==> config.mk <==
export PLATFORM = sky130hd
export DESIGN_NAME = qfpo_ram
export DESIGN_NICKNAME = d
export VERILOG_FILES = /design/src/design/quad_fit_peak_offset_3d_macros.svh /design/src/design/qfpo_ram.sv
export SDC_FILE = /design/constraint.sdc
export NUM_CORES = 1
export LEC_CHECK = 0
export ABC_AREA = 0
export BUFFER_PORTS_ARGS = -buffer_cell sky130_fd_sc_hd__buf_4
export CELL_PAD_IN_SITES_DETAIL_PLACEMENT = 0
export CELL_PAD_IN_SITES_GLOBAL_PLACEMENT = 1
export CORE_ASPECT_RATIO = 1.5
export CORE_UTILIZATION = 50
export DETAILED_ROUTE_END_ITERATION = 8
export HOLD_SLACK_MARGIN = 0.06
export PLACE_DENSITY = 0.74
export SYNTH_ARGS = -nofsm -noshare
export SYNTH_HDL_FRONTEND = slang
export SYNTH_SLANG_ARGS = --single-unit
==> constraint.sdc <==
create_clock -name clk -period 2.5 [get_ports clk]
set_input_delay 0.375 -clock clk [delete_from_list [all_inputs] [get_ports clk]]
set_output_delay 0.375 -clock clk [all_outputs]
set_load 0.02 [all_outputs]
==> src/design/quad_fit_peak_offset_3d_macros.svh <==
// assertion macros for the quadratic peak fit block
// expects a clock named clk and an active-low synchronous reset named rst_n in scope
`ifndef QUAD_FIT_PEAK_OFFSET_3D_MACROS_SVH
`define QUAD_FIT_PEAK_OFFSET_3D_MACROS_SVH

// same-cycle implication
`define QFPO_ASSERT_NOW(lbl, ante, cons, msg) \
  lbl: assert property (@(posedge clk) disable iff (!rst_n) (ante) |-> (cons)) \
    else $error(msg);

// next-cycle implication
`define QFPO_ASSERT_NEXT(lbl, ante, cons, msg) \
  lbl: assert property (@(posedge clk) disable iff (!rst_n) (ante) |=> (cons)) \
    else $error(msg);

`endif

==> src/design/qfpo_ram.sv <==
// generic single-port-write, single-port-read ram with registered read data
// no dependencies
module qfpo_ram #(
  parameter int WIDTH = 16,
  parameter int DEPTH = 27
) (
  input  logic                     clk,
  input  logic                     we,
  input  logic [$clog2(DEPTH)-1:0] waddr,
  input  logic [WIDTH-1:0]         wdata,
  input  logic                     re,
  input  logic [$clog2(DEPTH)-1:0] raddr,
  output logic [WIDTH-1:0]         rdata
);

  logic [WIDTH-1:0] mem [DEPTH];
  logic [WIDTH-1:0] rdata_r;

  always_ff @(posedge clk) begin
    if (we) begin
      mem[waddr] <= wdata;
    end
    if (re) begin
      rdata_r <= mem[raddr];
    end
  end

  assign rdata = rdata_r;

endmodule

Yosys cells after proc, flatten, opt, wreduce, memory -nomap -nowiden
Memory sizes are Yosys's and may differ from the RTL's. A register that Yosys moved wholly into a read port is not among the register bits.
Index checks and enable logic that the tools add are counted.
- bits in registers: 0
- bits in latches: 0
- RAM bits: 432
- bits in read-only memories: 0
- input port bits: 29
- output and inout port bits: 16
- word-level logic and storage cells: 3
- memories kept: 1
- add/subtract/negate cells: 0
- multiply operators: 0
- div/mod/pow operators: 0
- magnitude comparators: 0
- eq/ne operators: 0
- shift-type cells: 0
- muxes and demuxes: 2
- bitwise logic cells: 0
- reduce and logical (&&, ||, !) cells: 0
- memories (memory ; depth ; width ; read ports ; clocked after Yosys merged registers in ; wr ports ; RTL line ; source):
    mem ; 27 ; 16 ; 1 ; 1 ; 1 ; qfpo_ram.sv:16 ; logic [WIDTH-1:0] mem [DEPTH];
- operators by type and width (kind ; number):
    two-way mux 1 bit ; 2

Logic depth before layout (Yosys ltp)
Gate-level depths: netlist (run 1).
- word-level depth: 2
- gate-level depth with buffers: 6
- gate-level depth less buffers: 3

Least setup slack after synthesis (run 1)
Ideal clock, no wire load.
- kind: input -> register
- from: input raddr[2]
- to: register rdata_r[0], in the netlist rdata[0], read port of mem (data pin)
- library setup time: 0.260 ns
- data arrival time: 2.266 ns
- data required time: 2.240 ns
- setup slack: -0.026 ns
- stages: 6
- buffers on the path: 3
- path through: clkbuf_1 > clkbuf_1 > buf_1 > mux4_2 > mux4_2 > mux2_2
- RTL lines (element ; RTL line ; source):
    start, declared ; qfpo_ram.sv:12 ; input logic [$clog2(DEPTH)-1:0] raddr,
    end, declared ; qfpo_ram.sv:17 ; logic [WIDTH-1:0] rdata_r;

==> results of run 1 <==
[cells in the final DEF (no fill, tap or decap), drive strengths merged]
cell type / instances
inv: 1
edfxtp: 448
clkbuf: 46
clkinv: 13
clkinvlp: 1
or3b: 3
bufinv: 2
buf: 93
or3: 1
nand2: 1
nand3b: 5
nor2: 28
mux4: 128
nand3: 1
mux2: 32
[final cells by class]
type	instances	area, um2	share of cell area [%]
flip-flops and latches	448	13500	69.3
multi-input cells	199	3470	17.9
clock buffers	46	1000	5.16
repair buffers	93	840	4.32
well taps	420	526	2.71
clock inverters	17	135	0.696
[power groups by stage]
stage | Sequential, uW | Combinational (uW) | Clock (uW)
4_1_cts | 8420 | 823 | 5660
3_5_place_dp | 8580 | 822 | 0
6_report | 8410 | 811 | 5570
5_1_grt | 8420 | 865 | 5920
3_3_place_gp | 8570 | 793 | 0
2_1_floorplan | 8600 | 433 | 0
[state kept, by name (all words and copies together), names as in the netlist]
signal and cells:
rdata 16, mem 432
[cells by family (layout without fill, tap and decap cells)]
| logic type | after synthesis | in the layout | share of synthesized area (%) |
|---|---|---|---|
| buffers and inverters | 35 | 156 | 0.976 |
| DFF | 448 | 448 | 78.9 |
| muxes | 160 | 160 | 19.0 |
| and+or+nand+nor | 39 | 39 | 1.08 |
[worst max-delay path: stages, from the launching register on]
cell      delay [ns]
edfxtp_1        0.37
mux4_2          0.49
mux4_2          0.54
mux2_2          0.29
[per-stage QoR]
step                      power, uW  std cells  instance area [um2]  util, %
after floorplan                9030        682                17100        -
after global placement         9370       1160                18300     54.7
after detailed placement       9400       1160                18300     54.7
after CTS                     14900       1223                19400     58.1
after global routing          15200       1223                19400     58.1
final                         14800       1223                19400     58.1
[per-layer routing]
layer	vias to the layer above	global-route usage, %
li1	3125	-
met1	4040	26.0
met2	256	39.0
met3	73	3.21
met4	0	7.89
met5	-	0
[how the worst min path moves through the flow]
stage             endpoint  slack, ns  cells after the start
3_3_place_gp     mem[6][4]       0.74                      1
6_report        mem[9][11]       0.23                      1
5_1_grt        mem[22][13]       0.22                      1
4_1_cts         mem[4][13]       0.20                      1
3_5_place_dp      rdata[1]       0.76                      2
2_1_floorplan    mem[0][0]       0.47                      0
==> reports/summary.txt, run 1 <==
status: complete, no violations
final worst setup slack: 0.570 ns
Remaining DRCs: 0
Area growth syn-to-layout: 13.9%
die area: 34900 um2
Post-synth EDFFs: 448
R2R cell count: 3
# fillers: 2322
clock sinks: 448
final number of setup-violating endpoints: 0
top-count cell post-synth: edfxtp_1
Core Area: 33400 um2
Die X: 153 um
# diodes: 0
Slew headroom: 71.8%
CTS tree: done
post_cts resized: 0
Max FO, Critical Path: 1
post-synthesis instance total: 682
Final Hold Fails: 0
setup_tns: 0 ns
top cells by area, synth: edfxtp_1 79%, mux4_2 17%, mux2_2 2.1%, nor2_1 0.62%, clkbuf_1 0.44%
Clock power frac: 37.6%
worst endpoint required time: 2.79 ns
Int Power: 11800 uW
routed length on met2: 19500 um
post-synth top area cell: edfxtp_1
vias in the first global route: 8160
Die Y: 228 um
PwrDens: 762 nW/um2
number of I/O port buffers: 44
RD Place Congestion: 0.743
Yosys top cell area share: 78.9%
Gate power share: 5.5%
number of DRC markers in iteration 0: 733
Max Clock Freq: 518 MHz
Pre-antenna DRT Iters: 7
syn_area_per_cell: 25.0 um2
post-route ant nets: 0
Nets: 809
clock period minus worst slack: 1.93 ns
Hold WC Path Type: primary input to flop
# Post-CTS Setup Buffers: 0
routed via count: 7494
CP Class: flop to flop
Slew Limit Fails: 0
worst r2r src: mem[7][9]
RR Endpoint: rdata[9]
pre-CTS setup slack: 0.0419 ns
H-tree Lvls: 2
Cell Area, Synth: 17000 um2
clk_lat worst skew: 0.54 ns
per-cell routed wire length: 29.0 um
top sig layer: met4
Max clock buf depth: 3
share of layout cells above drive strength 1: 39.5%
switching power: 2970 uW
# IOs: 45
Total GRT Usage: 21.5%
total of warnings raised by yosys: 0
Worst Tran Pin Value: 0.423 ns
Pleak: 0.00610 uW
Final HPWL DP: 21600 um
RSZ-0062 raised after global routing: no
worst vdd ir: 0.000527 V
min-delay src: wdata[11]
Critical Path Start Type: flop
reg2reg setup slack: 0.57 ns
post-synthesis cell type count: 14
Seq pwr share: 56.9%
routed vias/inst: 6.13
CTS clock-pin slew for the worst setup and hold paths: 0.06 ns
cell row count: 82
Top FF cell, synth: edfxtp_1
largest net degree at the start of global routing: 31
max cap viols: 0
fraction of registers with async set/reset: 0%
TritonCTS buffer count: 38
hold_ws: 0.228 ns
clock skew: 0.0114 ns
Arr. time, crit path: 2.22 ns
#FFs+latches synth: 448
first-pass GRT wire length: 52800 um
Crit. Startpoint: mem[7][9]
switching part of the total: 20.1%
WL final: 35500 um
met3 wire len: 1710 um
hold-fix buffer count after cts: 0
M1 WL: 13200 um
Seq/Total Area, Yosys: 78.9%
Starting Density: 51.0%
CTS Root Cell: clkbuf_16
antenna violations before repair: 0
Critical Path Sink Type: flop
grt total ovfl: 0
Critical Path Sink: rdata[9]
most frequent cells after synthesis: 448 x edfxtp_1, 128 x mux4_2, 32 x mux2_2
Post-Syn Nets: 711
period utilisation layout: 77.2%
Note: power is estimated with default switching activity, not from simulation.
==> run 2, diff against run 1 <==
==> constraint.sdc (replaced) <==
create_clock -name clk -period 1.6 [get_ports clk]
set_input_delay 0.24 -clock clk [delete_from_list [all_inputs] [get_ports clk]]
set_output_delay 0.24 -clock clk [all_outputs]
set_load 0.02 [all_outputs]
==> run 2 against run 1 <==
  * Total power up 59%
  * Combinational power up 70%
  * Core utilization is 2.1 points higher
  * Hold slack worse by 0.15 ns
  * Cell count is 2.5% higher
  * Largest power group unchanged
  * Worst setup slack got worse by 0.92 ns
  * Non-clock buffer count rose by 21
  * Sequential power increased by 57%
  * Clock power is 62% higher
  * Fmax down 0.99%
  * Clock skew up 0.0012 ns
  * The run now ends with design-rule violations, negative setup slack left
==> reports/summary.txt, run 2 (synthesis results as in run 1) <==
status: finished with violations (was complete, no violations)
failing checks: design-rule violations, negative setup slack
Hold WC Path Type: primary input to flop (unchanged)
switching part of the total: 20.4% (was 20.1%)
Critical Path Sink: rdata[6] (was rdata[9])
Clock power frac: 38.2% (was 37.6%)
RSZ-0062 raised after global routing: yes (was no)
vias in the first global route: 8199 (was 8160)
Overall Power: 23500 uW (was 14800 uW)
first-pass GRT wire length: 53800 um (was 52800 um)
Gate power share: 5.9% (was 5.5%)
Die Y: 228 um (unchanged)
max reg flops: 432 (unchanged)
Nets: 832 (was 809)
Final Hold Fails: 0 (unchanged)
gr busiest metal: met2 (unchanged)
period utilisation layout: 122% (was 77.2%)
Final HPWL DP: 22100 um (was 21600 um)
met3 Use GR: 3.04% (was 3.21%)
Remaining DRCs: 1 (was 0)
TritonCTS buffer count: 40 (was 38)
Top reg by flops: mem (unchanged)
hold_ws: 0.0809 ns (was 0.228 ns)
Core Area: 33400 um2 (unchanged)
clock period minus worst slack: 1.95 ns (was 1.93 ns)
commonest non-fill, non-tap cell in the layout: edfxtp_1 (unchanged)
Pleak: 0.00636 uW (was 0.00610 uW)
routed via count: 7563 (was 7494)
share of layout cells above drive strength 1: 41.8% (was 39.5%)
antenna violations before repair: 2 (was 0)
Critical Path Sink Type: flop (unchanged)
Int Power: 18700 uW (was 11800 uW)
most frequent cells in the layout: 448 x edfxtp_1, 128 x mux4_2, 72 x buf_4 (was 448 x edfxtp_1, 128 x mux4_2, 81 x buf_4)
Max Clock Freq: 513 MHz (was 518 MHz)
Critical Path Start Type: flop (unchanged)
routed vias/inst: 6.04 (was 6.13)
max cap viols: 0 (unchanged)
Worst Tran Pin Value: 0.435 ns (was 0.423 ns)
H-tree Lvls: 2 (unchanged)
per-cell routed wire length: 29.3 um (was 29.0 um)
PwrDens: 1170 nW/um2 (was 762 nW/um2)
final worst setup slack: -0.349 ns (was 0.570 ns)
worst endpoint required time: 1.90 ns (was 2.79 ns)
Max clock buf depth: 3 (unchanged)
post-route ant nets: 0 (unchanged)
Seq pwr share: 55.9% (was 56.9%)
number of DRC markers in iteration 0: 559 (was 733)
grt total ovfl: 0 (unchanged)
# IOs: 45 (unchanged)
number of I/O port buffers: 44 (unchanged)
clock sinks: 448 (unchanged)
Slew headroom: 71.0% (was 71.8%)
Max FO, Critical Path: 1 (unchanged)
RR Endpoint: rdata[6] (was rdata[9])
CTS Root Cell: clkbuf_16 (unchanged)
switching power: 4800 uW (was 2970 uW)
Pre-antenna DRT Iters: 9 (was 7)
Total GRT Usage: 21.9% (was 21.5%)
Final Core Density: 60.1% (was 58.1%)
M2 GR Usage: 40.9% (was 39.0%)
Arr. time, crit path: 2.25 ns (was 2.22 ns)
Crit. Startpoint: mem[23][6] (was mem[7][9])
CTS tree: done (unchanged)
reg2reg setup slack: -0.35 ns (was 0.57 ns)
largest net degree at the start of global routing: 34 (was 31)
die area: 34900 um2 (unchanged)
CTS clock-pin slew for the worst setup and hold paths: 0.06 ns (about the same)
# fillers: 2249 (was 2322)
Slew Limit Fails: 0 (unchanged)
CP Class: flop to flop (unchanged)
worst vdd ir: 0.000610 V (was 0.000527 V)
worst r2r src: mem[23][6] (was mem[7][9])
Area growth syn-to-layout: 18.0% (was 13.9%)
grt met1 use: 25.8% (was 26.0%)
RD Place Congestion: 0.741 (was 0.743)
final number of setup-violating endpoints: 16 (was 0)
Die X: 153 um (unchanged)
WL final: 36700 um (was 35500 um)
Starting Density: 51.0% (unchanged)
clk_lat worst skew: 0.55 ns (was 0.54 ns)
R2R cell count: 3 (unchanged)
clock skew: 0.0127 ns (was 0.0114 ns)
cell row count: 82 (unchanged)
## run 2: cell types whose count changed in the layout (fill, tap and decap cells not counted), sizes merged
| cell | delta |
|---|---|
| buf | +20 |
| dlygate4sd3 | +1 |
| clkbuf | +5 |
| clkinv | +5 |
| inv | -1 |
| bufinv | -1 |
| diode | +1 |
## run 2: layer usage
metal	routed length [um]	vias to the layer above
met5	0	-
met4	1080	0
met3	1720	66
met2	20600	252
met1	13300	4061
li1	-	3184
## run 2: worst max-delay path, stage by stage, from the launching register on
cell	delay, ns
edfxtp_1	0.38
mux4_2	0.49
mux4_2	0.55
mux2_2	0.28
## run 2: power groups by stage
stage / sequential (uW) / combinational [uW] / clock, uW
after floorplan: 13400 / 733 / 0
after global placement: 13400 / 1320 / 0
after detailed placement: 13400 / 1370 / 0
after CTS: 13200 / 1390 / 9130
after global routing: 13200 / 1460 / 9490
final: 13200 / 1380 / 9000
## run 2: through the flow
step	setup slack [ns]	cell area [um2]	setup TNS [ns]	std cells
after CTS	-0.354	20100	-4.84	1252
after detailed placement	-0.739	18900	-11.38	1180
after global routing	-0.370	20100	-5.25	1253
final	-0.349	20100	-4.80	1253
after floorplan	-0.502	17300	-9.66	682
after global placement	-0.744	18900	-10.75	1180
## run 2: how the worst min path moves through the flow
stage / to / depth (start not counted) / start / slack (ns)
finish: mem[13][3] / 1 / wdata[3] / 0.08
CTS: mem[23][8] / 1 / wdata[8] / 0.07
global route: mem[19][11] / 1 / wdata[11] / 0.08
detailed placement: mem[18][13] / 1 / wdata[13] / 0.64
floorplan: mem[0][0] / 0 / wdata[0] / 0.34
global placement: mem[18][13] / 1 / wdata[13] / 0.60
## run 2: what timing repair did
item | 4_1_cts | 5_1_grt
setup endpoints to repair | 16 | 16
hold endpoints to repair | 10 | 0
hold buffers | 1 | 0
buffers inserted | 0 | 0
gates resized for setup | 4 | 5
## run 2: cell type report
type,instances,area (um2),share of cell area (%)
repair buffers,114,1360,6.78
clock inverters,20,124,0.616
clock buffers,51,1080,5.39
flip-flops and latches,448,13500,66.9
well taps,420,526,2.61
multi-input cells,199,3560,17.7
diodes,1,2.50,0.0124
==> run 3, diff against run 2 <==
--- a/config.mk
+++ b/config.mk
@@ -10,10 +10,10 @@
 export CELL_PAD_IN_SITES_DETAIL_PLACEMENT = 0
 export CELL_PAD_IN_SITES_GLOBAL_PLACEMENT = 1
 export CORE_ASPECT_RATIO = 1.5
-export CORE_UTILIZATION = 50
+export CORE_UTILIZATION = 40
 export DETAILED_ROUTE_END_ITERATION = 8
 export HOLD_SLACK_MARGIN = 0.06
-export PLACE_DENSITY = 0.74
+export PLACE_DENSITY = 0.61
 export SYNTH_ARGS = -nofsm -noshare
 export SYNTH_HDL_FRONTEND = slang
 export SYNTH_SLANG_ARGS = --single-unit
==> run 3 against run 2 <==
  * The run ends with negative setup slack left
  * Sequential share of layout area is 0.80 points lower
  * Clock power up 9.2%
  * Global-route usage shrank 3.7 points
  * Clock skew about the same
  * Core utilization decreased by 12 points
==> reports/summary.txt, run 3 (synthesis results as in run 1) <==
status: finished with violations (unchanged)
failing checks: negative setup slack (was design-rule violations, negative setup slack)
number of I/O port buffers: 44 (unchanged)
Remaining DRCs: 0 (was 1)
Worst Tran Pin Value: 0.430 ns (was 0.435 ns)
met3 wire len: 1680 um (was 1720 um)
PwrDens: 1200 nW/um2 (was 1170 nW/um2)
Max Clock Freq: 521 MHz (was 513 MHz)
max reg flops: 432 (unchanged)
final worst setup slack: -0.321 ns (was -0.349 ns)
Hold WC Path Type: primary input to flop (unchanged)
antenna violations before repair: 0 (was 2)
die area: 43500 um2 (was 34900 um2)
largest net degree at the start of global routing: 29 (was 34)
Total GRT Usage: 18.2% (was 21.9%)
Arr. time, crit path: 2.20 ns (was 2.25 ns)
# diodes: 0 (was 1)
CTS clock-pin slew for the worst setup and hold paths: 0.07 ns (was 0.06 ns)
Crit. Startpoint: mem[5][5] (was mem[23][6])
Area growth syn-to-layout: 19.4% (was 18.0%)
Slew headroom: 71.3% (was 71.0%)
clock skew: 0.0129 ns (was 0.0127 ns)
clk_lat worst skew: 0.54 ns (was 0.55 ns)
worst vdd ir: 0.000565 V (was 0.000610 V)
TritonCTS buffer count: 40 (unchanged)
Starting Density: 40.6% (was 51.0%)
first-pass GRT wire length: 55300 um (was 53800 um)
Slew Limit Fails: 0 (unchanged)
RD Place Congestion: 0.755 (was 0.741)
Max clock buf depth: 3 (unchanged)
number of DRC markers in iteration 0: 475 (was 559)
final number of setup-violating endpoints: 16 (unchanged)
Core Area: 42000 um2 (was 33400 um2)
Final HPWL DP: 23800 um (was 22100 um)
CTS Root Cell: clkbuf_16 (unchanged)
routed vias/inst: 5.31 (was 6.04)
most frequent cells in the layout: 448 x edfxtp_1, 128 x mux4_2, 73 x buf_4 (was 448 x edfxtp_1, 128 x mux4_2, 72 x buf_4)
Die X: 171 um (was 153 um)
# Post-CTS Setup Buffers: 0 (unchanged)
H-tree Lvls: 2 (unchanged)
routed length on met2: 21200 um (was 20600 um)
Critical Path Sink Type: flop (unchanged)
Pre-antenna DRT Iters: 4 (was 9)
Die Y: 255 um (was 228 um)
vias in the first global route: 8254 (was 8199)
RSZ-0062 raised after global routing: yes (unchanged)
max cap viols: 0 (unchanged)
Final Hold Fails: 0 (unchanged)
Int Power: 19600 uW (was 18700 uW)
Critical Path Start Type: flop (unchanged)
per-cell routed wire length: 27.0 um (was 29.3 um)
Max FO, Critical Path: 1 (unchanged)
Final Core Density: 48.4% (was 60.1%)
Nets: 830 (was 832)
Seq pwr share: 54.0% (was 55.9%)
Gate power share: 5.6% (was 5.9%)
commonest non-fill, non-tap cell in the layout: edfxtp_1 (unchanged)
cell row count: 92 (was 82)
switching power: 4760 uW (was 4800 uW)
M1 WL: 13500 um (was 13300 um)
worst r2r src: mem[5][5] (was mem[23][6])
# IOs: 45 (unchanged)
worst endpoint required time: 1.88 ns (was 1.90 ns)
switching part of the total: 19.6% (was 20.4%)
Top reg by flops: mem (unchanged)
clock period minus worst slack: 1.92 ns (was 1.95 ns)
routed via count: 7383 (was 7563)
min-delay src: wdata[13] (was wdata[3])
WL final: 37600 um (was 36700 um)
CTS tree: done (unchanged)
share of layout cells above drive strength 1: 42.2% (was 41.8%)
CP Class: flop to flop (unchanged)
clock sinks: 448 (unchanged)
grt total ovfl: 0 (unchanged)
Clock power frac: 40.4% (was 38.2%)
Pleak: 0.00640 uW (was 0.00636 uW)
post-route ant nets: 0 (unchanged)
Overall Power: 24300 uW (was 23500 uW)
top sig layer: met4 (unchanged)
period utilisation layout: 120% (was 122%)
-- run 3: repair_timing --
action                                  4_1_cts  5_1_grt
endpoints found under the setup margin       16       16
gates resized for setup                       6        3
hold buffers                                  0        0
hold endpoints to repair                      0        0
-- run 3: final cells by class --
type | instances | area (um2)
clock buffer | 53 | 1070
clock inverter | 15 | 244
fill | 3375 | 21700
multi-input combinational | 199 | 3560
sequential | 448 | 13500
tap | 564 | 706
timing repair buffer | 112 | 1320
-- run 3: worst paths after layout --
check | endpoint | slack (ns) | cells after the start
max | rdata[5] | -0.32 | 3
min | mem[20][13] | 0.1 | 1
max reg2reg | rdata[5] | -0.32 | 3
min reg2reg | rdata[5] | 0.76 | 2
-- run 3: critical path: stages, from the launching register on --
cell      delay, ns
edfxtp_1       0.37
mux4_2         0.49
mux4_2         0.53
mux2_2         0.28
-- run 3: per-layer routing --
metal	track usage (%)	vias up
li1	-	3171
met1	20.7	3966
met2	34.2	176
met3	2.85	70
met4	6.72	0
met5	0	-
-- run 3: power groups by stage --
stage	Clock, uW	Combinational (uW)	Sequential (uW)
2_1_floorplan	0	733	13400
3_3_place_gp	0	1330	13400
3_5_place_dp	0	1370	13400
4_1_cts	10000	1380	13100
5_1_grt	10400	1450	13200
6_report	9830	1370	13100
-- run 3: metrics by stage --
stage	instances	TNS [ns]	setup WS, ns	hold WS, ns	area, um2
floorplan	682	-9.66	-0.502	0.339	17300
global placement	1323	-11.63	-0.698	0.598	19000
detailed placement	1323	-12.67	-0.728	0.642	19000
CTS	1391	-4.73	-0.338	0.0706	20300
global route	1391	-5.22	-0.349	0.0847	20400
finish	1391	-4.68	-0.321	0.0954	20400
