$ cat config.mk
export PLATFORM = sky130hd
export DESIGN_NAME = qfpo_div
export DESIGN_NICKNAME = d
export VERILOG_FILES = /design/src/design/quad_fit_peak_offset_3d_macros.svh /design/src/design/qfpo_pkg.sv /design/src/design/qfpo_div.sv
export SDC_FILE = /design/constraint.sdc
export NUM_CORES = 1
export LEC_CHECK = 0
export ABC_AREA = 1
export BUFFER_PORTS_ARGS = -buffer_cell sky130_fd_sc_hd__buf_2
export CAP_MARGIN = 20
export CORE_AREA = 5 5 265 267
export DETAILED_ROUTE_END_ITERATION = 16
export DIE_AREA = 0 0 270 272
export PLACE_DENSITY_LB_ADDON = 0.25
export SYNTH_ARGS = -nofsm -noshare
export SYNTH_HDL_FRONTEND = slang
export SYNTH_SLANG_ARGS = --single-unit
$ cat constraint.sdc
create_clock -name clk -period 8.7 [get_ports clk]
set_input_delay 0.87 -clock clk [delete_from_list [all_inputs] [get_ports clk]]
set_output_delay 0.87 -clock clk [all_outputs]
set_load 0.02 [all_outputs]
$ cat src/design/quad_fit_peak_offset_3d_macros.svh
// assertion macros for the quadratic peak fit block
// expects a clock named clk and an active-low synchronous reset named rst_n in scope
`ifndef QUAD_FIT_PEAK_OFFSET_3D_MACROS_SVH
`define QUAD_FIT_PEAK_OFFSET_3D_MACROS_SVH

// same-cycle implication
`define QFPO_ASSERT_NOW(lbl, ante, cons, msg) \
  lbl: assert property (@(posedge clk) disable iff (!rst_n) (ante) |-> (cons)) \
    else $error(msg);

// next-cycle implication
`define QFPO_ASSERT_NEXT(lbl, ante, cons, msg) \
  lbl: assert property (@(posedge clk) disable iff (!rst_n) (ante) |=> (cons)) \
    else $error(msg);

`endif

$ cat src/design/qfpo_pkg.sv
// shared constants, types and the multiply sequence table for the peak fit
// no dependencies
package qfpo_pkg;

  localparam int SAMPLE_BITS = 16;
  localparam int OFF_FRAC    = 12;
  localparam int NPOS        = 27;
  localparam int ADDR_W      = 5;
  localparam int SUM_W       = 20;
  localparam int CRN_W       = 18;
  localparam int H_W         = 24;
  localparam int ADJ_W       = 48;
  localparam int SEG_W       = 24;
  localparam int ACC_W       = 76;
  localparam int Q_W         = 16;
  localparam int DIV_W       = ACC_W + Q_W;
  localparam int CNT_W       = 5;
  localparam int DET_FRAC    = 30;
  localparam int DET_SCALE   = 46656;
  localparam int DMIN_W      = 32;
  localparam int DSC_W       = 48;
  localparam int LIM_W       = 15;
  localparam int NSTEP       = 36;
  localparam int STEP_W      = 6;
  localparam int CFG_IDX_W   = 2;

  localparam logic [1:0] ST_OK        = 2'd0;
  localparam logic [1:0] ST_NOT_NEG   = 2'd1;
  localparam logic [1:0] ST_DET_SMALL = 2'd2;
  localparam logic [1:0] ST_BEYOND    = 2'd3;

  localparam logic [CFG_IDX_W-1:0] CFG_DET_MIN    = 2'd0;
  localparam logic [CFG_IDX_W-1:0] CFG_DISP_LIMIT = 2'd1;

  // small operands: hessian and gradient, all scaled by 36
  localparam logic [3:0] OP_HUU = 4'd0;
  localparam logic [3:0] OP_HVV = 4'd1;
  localparam logic [3:0] OP_HWW = 4'd2;
  localparam logic [3:0] OP_HUV = 4'd3;
  localparam logic [3:0] OP_HUW = 4'd4;
  localparam logic [3:0] OP_HVW = 4'd5;
  localparam logic [3:0] OP_GU  = 4'd6;
  localparam logic [3:0] OP_GV  = 4'd7;
  localparam logic [3:0] OP_GW  = 4'd8;
  localparam int NOPND = 9;

  // adjugate entries
  localparam logic [2:0] AD_00 = 3'd0;
  localparam logic [2:0] AD_01 = 3'd1;
  localparam logic [2:0] AD_02 = 3'd2;
  localparam logic [2:0] AD_11 = 3'd3;
  localparam logic [2:0] AD_12 = 3'd4;
  localparam logic [2:0] AD_22 = 3'd5;
  localparam int NADJ = 6;

  localparam logic [1:0] Y_SMALL = 2'd0;
  localparam logic [1:0] Y_LO    = 2'd1;
  localparam logic [1:0] Y_HI    = 2'd2;

  localparam logic [3:0] D_NONE = 4'd0;
  localparam logic [3:0] D_A00  = 4'd1;
  localparam logic [3:0] D_A01  = 4'd2;
  localparam logic [3:0] D_A02  = 4'd3;
  localparam logic [3:0] D_A11  = 4'd4;
  localparam logic [3:0] D_A12  = 4'd5;
  localparam logic [3:0] D_A22  = 4'd6;
  localparam logic [3:0] D_DET  = 4'd7;
  localparam logic [3:0] D_P0   = 4'd8;
  localparam logic [3:0] D_P1   = 4'd9;
  localparam logic [3:0] D_P2   = 4'd10;

  typedef struct packed {
    logic [3:0] xsel;
    logic [1:0] ykind;
    logic [3:0] ysmall;
    logic [2:0] ybig;
    logic       neg;
    logic       clr;
    logic [3:0] dest;
  } step_t;

  typedef struct packed {
    logic signed [ACC_W-1:0] det;
    logic signed [ACC_W-1:0] p0;
    logic signed [ACC_W-1:0] p1;
    logic signed [ACC_W-1:0] p2;
    logic                    a22_pos;
  } mac_res_t;

  function automatic step_t mk(input logic [3:0] xs, input logic [1:0] yk,
                               input logic [3:0] ys, input logic [2:0] yb,
                               input logic ng, input logic cl, input logic [3:0] ds);
    step_t st;
    st.xsel = xs; st.ykind = yk; st.ysmall = ys; st.ybig = yb;
    st.neg = ng; st.clr = cl; st.dest = ds;
    return st;
  endfunction

  // adjugate, then det = row 0 of H times adjugate column, then p = adj * g
  function automatic step_t step_of(input logic [STEP_W-1:0] s);
    step_t st;
    st = mk(OP_HUU, Y_SMALL, OP_HUU, AD_00, 1'b0, 1'b1, D_NONE);
    case (s)
      6'd0:  st = mk(OP_HVV, Y_SMALL, OP_HWW, AD_00, 1'b0, 1'b1, D_NONE);
      6'd1:  st = mk(OP_HVW, Y_SMALL, OP_HVW, AD_00, 1'b1, 1'b0, D_A00);
      6'd2:  st = mk(OP_HUW, Y_SMALL, OP_HVW, AD_00, 1'b0, 1'b1, D_NONE);
      6'd3:  st = mk(OP_HUV, Y_SMALL, OP_HWW, AD_00, 1'b1, 1'b0, D_A01);
      6'd4:  st = mk(OP_HUV, Y_SMALL, OP_HVW, AD_00, 1'b0, 1'b1, D_NONE);
      6'd5:  st = mk(OP_HVV, Y_SMALL, OP_HUW, AD_00, 1'b1, 1'b0, D_A02);
      6'd6:  st = mk(OP_HUU, Y_SMALL, OP_HWW, AD_00, 1'b0, 1'b1, D_NONE);
      6'd7:  st = mk(OP_HUW, Y_SMALL, OP_HUW, AD_00, 1'b1, 1'b0, D_A11);
      6'd8:  st = mk(OP_HUV, Y_SMALL, OP_HUW, AD_00, 1'b0, 1'b1, D_NONE);
      6'd9:  st = mk(OP_HUU, Y_SMALL, OP_HVW, AD_00, 1'b1, 1'b0, D_A12);
      6'd10: st = mk(OP_HUU, Y_SMALL, OP_HVV, AD_00, 1'b0, 1'b1, D_NONE);
      6'd11: st = mk(OP_HUV, Y_SMALL, OP_HUV, AD_00, 1'b1, 1'b0, D_A22);
      6'd12: st = mk(OP_HUU, Y_LO, OP_HUU, AD_00, 1'b0, 1'b1, D_NONE);
      6'd13: st = mk(OP_HUU, Y_HI, OP_HUU, AD_00, 1'b0, 1'b0, D_NONE);
      6'd14: st = mk(OP_HUV, Y_LO, OP_HUU, AD_01, 1'b0, 1'b0, D_NONE);
      6'd15: st = mk(OP_HUV, Y_HI, OP_HUU, AD_01, 1'b0, 1'b0, D_NONE);
      6'd16: st = mk(OP_HUW, Y_LO, OP_HUU, AD_02, 1'b0, 1'b0, D_NONE);
      6'd17: st = mk(OP_HUW, Y_HI, OP_HUU, AD_02, 1'b0, 1'b0, D_DET);
      6'd18: st = mk(OP_GU, Y_LO, OP_HUU, AD_00, 1'b0, 1'b1, D_NONE);
      6'd19: st = mk(OP_GU, Y_HI, OP_HUU, AD_00, 1'b0, 1'b0, D_NONE);
      6'd20: st = mk(OP_GV, Y_LO, OP_HUU, AD_01, 1'b0, 1'b0, D_NONE);
      6'd21: st = mk(OP_GV, Y_HI, OP_HUU, AD_01, 1'b0, 1'b0, D_NONE);
      6'd22: st = mk(OP_GW, Y_LO, OP_HUU, AD_02, 1'b0, 1'b0, D_NONE);
      6'd23: st = mk(OP_GW, Y_HI, OP_HUU, AD_02, 1'b0, 1'b0, D_P0);
      6'd24: st = mk(OP_GU, Y_LO, OP_HUU, AD_01, 1'b0, 1'b1, D_NONE);
      6'd25: st = mk(OP_GU, Y_HI, OP_HUU, AD_01, 1'b0, 1'b0, D_NONE);
      6'd26: st = mk(OP_GV, Y_LO, OP_HUU, AD_11, 1'b0, 1'b0, D_NONE);
      6'd27: st = mk(OP_GV, Y_HI, OP_HUU, AD_11, 1'b0, 1'b0, D_NONE);
      6'd28: st = mk(OP_GW, Y_LO, OP_HUU, AD_12, 1'b0, 1'b0, D_NONE);
      6'd29: st = mk(OP_GW, Y_HI, OP_HUU, AD_12, 1'b0, 1'b0, D_P1);
      6'd30: st = mk(OP_GU, Y_LO, OP_HUU, AD_02, 1'b0, 1'b1, D_NONE);
      6'd31: st = mk(OP_GU, Y_HI, OP_HUU, AD_02, 1'b0, 1'b0, D_NONE);
      6'd32: st = mk(OP_GV, Y_LO, OP_HUU, AD_12, 1'b0, 1'b0, D_NONE);
      6'd33: st = mk(OP_GV, Y_HI, OP_HUU, AD_12, 1'b0, 1'b0, D_NONE);
      6'd34: st = mk(OP_GW, Y_LO, OP_HUU, AD_22, 1'b0, 1'b0, D_NONE);
      6'd35: st = mk(OP_GW, Y_HI, OP_HUU, AD_22, 1'b0, 1'b0, D_P2);
      default: st = mk(OP_HUU, Y_SMALL, OP_HUU, AD_00, 1'b0, 1'b1, D_NONE);
    endcase
    return st;
  endfunction

endpackage

$ cat src/design/qfpo_div.sv
// restoring divider, one quotient bit per cycle, with offset limit check
// depends on qfpo_pkg
module qfpo_div import qfpo_pkg::*; (
  input  logic             clk,
  input  logic             rst_n,
  input  logic             start,
  input  logic [ACC_W-1:0] num,
  input  logic [ACC_W-1:0] den,
  input  logic [LIM_W-1:0] lim,
  output logic             done,
  output logic [Q_W-1:0]   q,
  output logic             beyond
);

  logic             busy_r;
  logic             done_r;
  logic [CNT_W-1:0] cnt_r;
  logic [DIV_W-1:0] rem_r;
  logic [DIV_W-1:0] dsh_r;
  logic [Q_W:0]     q_r;
  logic             ge;
  logic [Q_W-1:0]   lim_ext;

  assign ge      = rem_r >= dsh_r;
  assign lim_ext = {1'b0, lim};

  always_ff @(posedge clk) begin
    if (!rst_n) begin
      busy_r <= 1'b0;
      done_r <= 1'b0;
      cnt_r  <= '0;
    end else begin
      done_r <= 1'b0;
      if (start) begin
        busy_r <= 1'b1;
        cnt_r  <= CNT_W'(Q_W);
      end else if (busy_r) begin
        if (cnt_r == '0) begin
          busy_r <= 1'b0;
          done_r <= 1'b1;
        end else begin
          cnt_r <= cnt_r - 1'b1;
        end
      end
    end
  end

  // first step tests for a quotient of 2^16 or more
  always_ff @(posedge clk) begin
    if (start) begin
      rem_r <= {{(DIV_W-ACC_W-OFF_FRAC){1'b0}}, num, {OFF_FRAC{1'b0}}};
      dsh_r <= {den, {Q_W{1'b0}}};
      q_r   <= '0;
    end else if (busy_r) begin
      if (ge) begin
        rem_r <= rem_r - dsh_r;
      end
      q_r   <= {q_r[Q_W-1:0], ge};
      dsh_r <= dsh_r >> 1;
    end
  end

  assign done   = done_r;
  assign q      = q_r[Q_W-1:0];
  assign beyond = q_r[Q_W] || (q_r[Q_W-1:0] > lim_ext) ||
                  ((q_r[Q_W-1:0] == lim_ext) && (rem_r != '0));

endmodule

### Yosys cells after proc, flatten, opt, wreduce, memory -nomap -nowiden

Index checks and enable logic that the tools add are counted.
W data, S select, Z words.

* word-level logic and storage cells: 43
* output and inout bits: 18
* register bits after elaboration: 208
* bits of input ports: 170

* eq/ne operators: 2
* multiplexer cells: 12
* order comparisons: 2
* bitwise gates (word level): 3
* add/sub/neg operators: 2
* reduce and logical (&&, ||, !) cells: 13

Operators with widths (number)
* $mux W88: 3
* $mux W92: 2
* $ge A92 B92 Y1: 1
* $reduce_bool A92 Y1: 1
* $sub A92 B92 Y92: 1
* $eq A16 B15 Y1: 1
* $gt A16 B15 Y1: 1
* $mux W5: 3
* $reduce_and A2 Y1: 4
* $logic_not A5 Y1: 1
* $sub A5 B1 Y5 const B: 1
* $mux W1: 4
* $reduce_bool A2 Y1: 2
* $not A1 Y1: 3
* $reduce_or A3 Y1: 1
* $logic_or A1 B1 Y1: 2
* $ne A2 B2 Y1 const B: 1
* $reduce_or A2 Y1: 1
* $logic_and A1 B1 Y1: 1

### Longest topological paths before layout

* word-level depth: 4
* gate-level depth with buffers: 18
* gate-level depth less buffers: 18

### Least setup slack after synthesis

Ideal clock, no wire load.

* path type: register to register
* start: register rem_r[0]
* end: register rem_r[12], enable pin
* buffers on the path: 1
* arrival time: 3767 ps
* slack: 4497 ps
* setup time: 436 ps
* clock period less this slack: 4203 ps
* data required time: 8264 ps
* stages on the path, launching flop included: 18
* cells stage by stage: dfxtp_1 -> inv_1 -> ha_1 -> fa_1 -> inv_1 -> nand2_1 -> nand2_1 -> nand4_1 -> nand3_2 -> nand2_1 -> nand2_1 -> nand2_1 -> nand2_1 -> nand2_1 -> nand2_4 -> nand2_2 -> buf_2 -> nand2_1

* longest elaborated chain between the ends: 3

Ends and longest elaborated chain
* start, declared: RTL line qfpo_div.sv:18 `logic [DIV_W-1:0] rem_r;`
* start signal, assigned: RTL line qfpo_div.sv:51 `rem_r <= {{(DIV_W-ACC_W-OFF_FRAC){1'b0}}, num, {OFF_FRAC{1'b0}}};`
* start signal, assigned: RTL line qfpo_div.sv:56 `rem_r <= rem_r - dsh_r;`
* $ge A92 B92 Y1: RTL line qfpo_div.sv:24 `assign ge = rem_r >= dsh_r;`
* $reduce_bool A2 Y1 (no source line)
* $reduce_and A2 Y1 (no source line)

No other way between the ends.
A chain may end at the register's enable or synchronous reset.

### Worst setup path after layout

* start: register rem_r[0]
* end: register rem_r[12], data pin

* longest elaborated chain between the ends: 4

Ends and longest elaborated chain
* $sub A92 B92 Y92: RTL line qfpo_div.sv:56
* $mux W88: RTL line qfpo_div.sv:55 `if (ge) begin`
* $mux W88: RTL line qfpo_div.sv:54 `end else if (busy_r) begin`
* $mux W88: RTL line qfpo_div.sv:50 `if (start) begin`

No other way between the ends. The select of a mux whose other input is x is not followed.

==> impl_metrics.prom <==
# TYPE chip_impl_metric gauge
chip_impl_info{name="grt_setup_unrepaired",value="no"} 1
chip_impl_metric{name="final-setup-viol-count",unit=""} 0
chip_impl_metric{name="share_of_layout_cells_above_drive_strength_1",unit="%"} 10.1
chip_impl_metric{name="timing.slew.headroom",unit="%"} 46.6
chip_impl_metric{name="synthesis.nets",unit=""} 3294
chip_impl_info{name="setup_crit_start_kind",value="flop"} 1
chip_impl_metric{name="die_area",unit="µm²"} 73400
chip_impl_metric{name="final.min_clock_period",unit="ns"} 4.07
chip_impl_metric{name="grt_antenna_before_repair",unit=""} 0
chip_impl_metric{name="worst_pin_slew",unit="ns"} 0.801
chip_impl_metric{name="final.fill_count",unit=""} 7742
chip_impl_metric{name="detailed_place_hpwl",unit="µm"} 56000
chip_impl_metric{name="global_route.overflow_total",unit=""} 0
chip_impl_metric{name="comb_power_share",unit="%"} 37.2
chip_impl_metric{name="setup_total_negative_slack",unit="ns"} 0
chip_impl_info{name="tritoncts",value="done"} 1
chip_impl_metric{name="drt_drc_violations_left",unit=""} 0
chip_impl_metric{name="design.final.nets",unit=""} 3442
chip_impl_info{name="root_buffer_selected_by_cts",value="clkbuf_16"} 1
chip_impl_metric{name="post_dp_cell_area",unit="µm²"} 20500
chip_impl_metric{name="area_growth",unit="%"} 13.8
chip_impl_info{name="global_route.peak_usage_layer",value="met2"} 1
chip_impl_metric{name="grt_pass1_vias",unit=""} 17900
chip_impl_metric{name="post-route-cell-area",unit="µm²"} 21400
chip_impl_metric{name="die_width",unit="µm"} 270
chip_impl_metric{name="vias",unit=""} 18200
chip_impl_metric{name="ir_worst_vdd",unit="mV"} 0.124
chip_impl_metric{name="data_required_time_at_the_worst_endpoint",unit="ns"} 9.10
chip_impl_metric{name="cellLeakagePower",unit="nW"} 11.5
chip_impl_metric{name="netlist_area",unit="µm²"} 18800
chip_impl_info{name="status",value="finished, final reports clean"} 1
chip_impl_metric{name="wire_per_inst",unit="µm"} 16.5
chip_impl_metric{name="initial_core_utilization",unit="%"} 27.7
chip_impl_metric{name="detail-route-antenna-nets",unit=""} 0
chip_impl_info{name="timing_worst_setup_path_type",value="reg -> reg"} 1
chip_impl_metric{name="timing.clock.skew",unit="ns"} 0.0208
chip_impl_metric{name="clk_transition_reported_paths",unit="ns"} 0.06
chip_impl_metric{name="ctsHoldBuffers",unit=""} 0
chip_impl_info{name="hp-class",value="reg -> reg"} 1
chip_impl_info{name="worst_setup_end_kind",value="flop"} 1
chip_impl_metric{name="max_freq",unit="MHz"} 246
chip_impl_metric{name="synth.ff_latch_count",unit=""} 208
chip_impl_metric{name="switching_power",unit="mW"} 1.43
chip_impl_metric{name="io_buffer_count",unit=""} 187
chip_impl_metric{name="maxCapViolCount",unit=""} 0
chip_impl_metric{name="timing_max_transition_violations_final",unit=""} 0
chip_impl_metric{name="synth_warnings",unit=""} 0
chip_impl_metric{name="global_route.usage.met3",unit="%"} 1.81
chip_impl_metric{name="grt_use_total",unit="%"} 17.6
chip_impl_metric{name="final.period_utilization",unit="%"} 46.8
chip_impl_metric{name="post_drt_via_cell_ratio",unit=""} 4.49
chip_impl_metric{name="grt_start_max_net_pins",unit=""} 80
chip_impl_metric{name="worstPathMaxFanout",unit=""} 37
chip_impl_metric{name="chipHeight",unit="µm"} 272
chip_impl_metric{name="pin_count",unit=""} 188
chip_impl_metric{name="numCtsBuffers",unit=""} 27
chip_impl_metric{name="drt_iter0_markers",unit=""} 1099
chip_impl_metric{name="row_count",unit=""} 96
chip_impl_metric{name="cts_num_sinks",unit=""} 208
chip_impl_metric{name="seq_power_share",unit="%"} 33.4
chip_impl_metric{name="synth_cells",unit=""} 3014
chip_impl_metric{name="clock_power_share",unit="%"} 29.4
chip_impl_metric{name="drtPass1Iterations",unit=""} 5
chip_impl_metric{name="clock_latency",unit="ns"} 0.56
chip_impl_metric{name="ctsLongestPathBuffers",unit=""} 3
chip_impl_metric{name="wl",unit="µm"} 67100
chip_impl_metric{name="post_cts_setup_repair_bufs",unit=""} 0
chip_impl_metric{name="post_cts_resized",unit=""} 0
chip_impl_metric{name="gr_met2_demand_resource",unit="%"} 30.6
chip_impl_metric{name="area_taken_by_multi_input_logic_gates",unit="µm²"} 10500
chip_impl_metric{name="syn_area_per_cell",unit="µm²"} 6.23
chip_impl_metric{name="yosys.cell_types.count",unit=""} 39
chip_impl_metric{name="finalWeightedCongestion",unit=""} 0.959
chip_impl_metric{name="antenna_cells",unit=""} 0
chip_impl_metric{name="report.final.hold_viol_count",unit=""} 0
chip_impl_metric{name="global_route_wire_length_before_repair",unit="µm"} 102000
chip_impl_metric{name="seq_area",unit="µm²"} 5690
chip_impl_metric{name="p_sw_share",unit="%"} 39.4
chip_impl_metric{name="internal_power",unit="mW"} 2.20
chip_impl_metric{name="power_density",unit="nW/µm²"} 170
chip_impl_metric{name="worst_ep_arrival_time",unit="ns"} 4.47
chip_impl_metric{name="synth-seq-area-share",unit="%"} 30.3
chip_impl_metric{name="floorplan.core_area",unit="µm²"} 67900
chip_impl_metric{name="global_routing_met1_resource_utilization",unit="%"} 23.5
chip_impl_metric{name="ctsHtreeMaxLevel",unit=""} 1
[power groups by stage]
stage          clock network (mW)  registers, mW  logic [mW]
2_1_floorplan                   0           1.21       0.935
3_3_place_gp                    0           1.23        1.34
3_5_place_dp                    0           1.23        1.34
4_1_cts                      1.11           1.21        1.35
5_1_grt                      1.14           1.22        1.51
6_report                     1.07           1.21        1.35
[area by class of cell]
class	count	share of cell area [%]
sequential	208	26.6
tap	882	5.17
clock buffer	40	3.67
multi-input combinational	2144	49.1
inverter	588	10.3
timing repair buffer	193	4.77
clock inverter	9	0.275
[Yosys cell counts, drive strengths merged]
cell type,n,area [µm²]
a211oi,1,7.51
a21o,2,15.0
a21oi,106,534
a221oi,1,8.76
a31oi,1,6.26
a32oi,1,8.76
and2,8,50.1
buf,37,254
clkbuf,37,139
dfxtp,56,1120
edfxtp,152,4560
fa,1,20.0
ha,109,1360
inv,588,2210
nand2,1182,4450
nand3,190,968
nand3b,17,128
nand4,35,219
nor2,253,962
nor3,14,70.1
nor3b,4,30.0
nor4,24,150
o21a,2,15.0
o21ai,120,860
o21bai,13,97.6
or2,1,6.26
xnor2,44,385
xor2,15,131
[per-layer routing]
metal / vias up / share of wire [%]
met5: - / 0
met4: 0 / 2.5
met3: 77 / 3.8
met2: 380 / 47
met1: 8161 / 47
li1: 9620 / -
[stage by stage]
| step | cells | setup WS [ns] | util, % | hold WS [ns] | power [mW] |
|---|---|---|---|---|---|
| after floorplan | 3014 | 4.50 | - | 0.445 | 2.15 |
| after global placement | 4013 | 4.44 | 30.2 | 0.455 | 2.57 |
| after detailed placement | 4013 | 4.33 | 30.2 | 0.457 | 2.57 |
| after CTS | 4062 | 4.54 | 31.4 | 0.466 | 3.67 |
| after global routing | 4064 | 4.35 | 31.5 | 0.506 | 3.88 |
| final | 4064 | 4.63 | 31.5 | 0.465 | 3.63 |
[path summary, 6_finish.rpt]
| check | startpoint | end | slack [ns] | cells past startpoint |
|---|---|---|---|---|
| max | rem_r[0]$_SDFFE_PP0P_ | rem_r[12]$_DFFE_PP_ | 4.63 | 17 |
| min | cnt_r[0]$_SDFFE_PP0P_ | cnt_r[0]$_SDFFE_PP0P_ | 0.47 | 2 |
| max reg2reg | rem_r[0]$_SDFFE_PP0P_ | rem_r[12]$_DFFE_PP_ | 4.63 | 17 |
| min reg2reg | cnt_r[0]$_SDFFE_PP0P_ | cnt_r[0]$_SDFFE_PP0P_ | 0.47 | 2 |
[worst max-delay path, stage by stage (launching register included)]
cell and delay [ns]:
dfxtp_1 0.36, inv_1 0.06, ha_1 0.22, fa_1 0.40
inv_1 0.12, nand2_1 0.06, nand2_1 0.09, nand4_1 0.10
nand3_2 0.15, nand2_1 0.08, nand2_1 0.19, nand2_1 0.09
nand2_1 0.25, nand2_1 0.18, nand2_4 0.19, nand3_4 0.51
buf_4 0.55, o21ai_0 0.22
[sequential cells by signal (all words and copies together), names as in the netlist]
signal and count:
rem_r 92, q_r 17, cnt_r 5, busy_r 1, dsh_r 92, done 1
[cell families (layout without fill, tap and decap cells)]
logic type	Yosys count	in the layout	synth area share, %
AOI/OAI and AO/OA	247	247	8.27
adders and majority gates	110	110	7.37
xor gates and xnor gates	59	59	2.75
and+or+nand+nor	1728	1728	37.5
DFF	208	208	30.3
buffers and inverters	662	830	13.9
[layout by cell type (no fill, tap or decap), types with 55 or more instances in the layout]
| master | count |
|---|---|
| nand3_1 | 188 |
| nand2_1 | 1178 |
| dfxtp_1 | 55 |
| inv_1 | 585 |
| o21ai_2 | 69 |
| a21oi_1 | 105 |
| ha_1 | 109 |
| buf_2 | 186 |
| nor2_1 | 248 |
| edfxtp_1 | 152 |
Power figures use the tool's default switching activity.
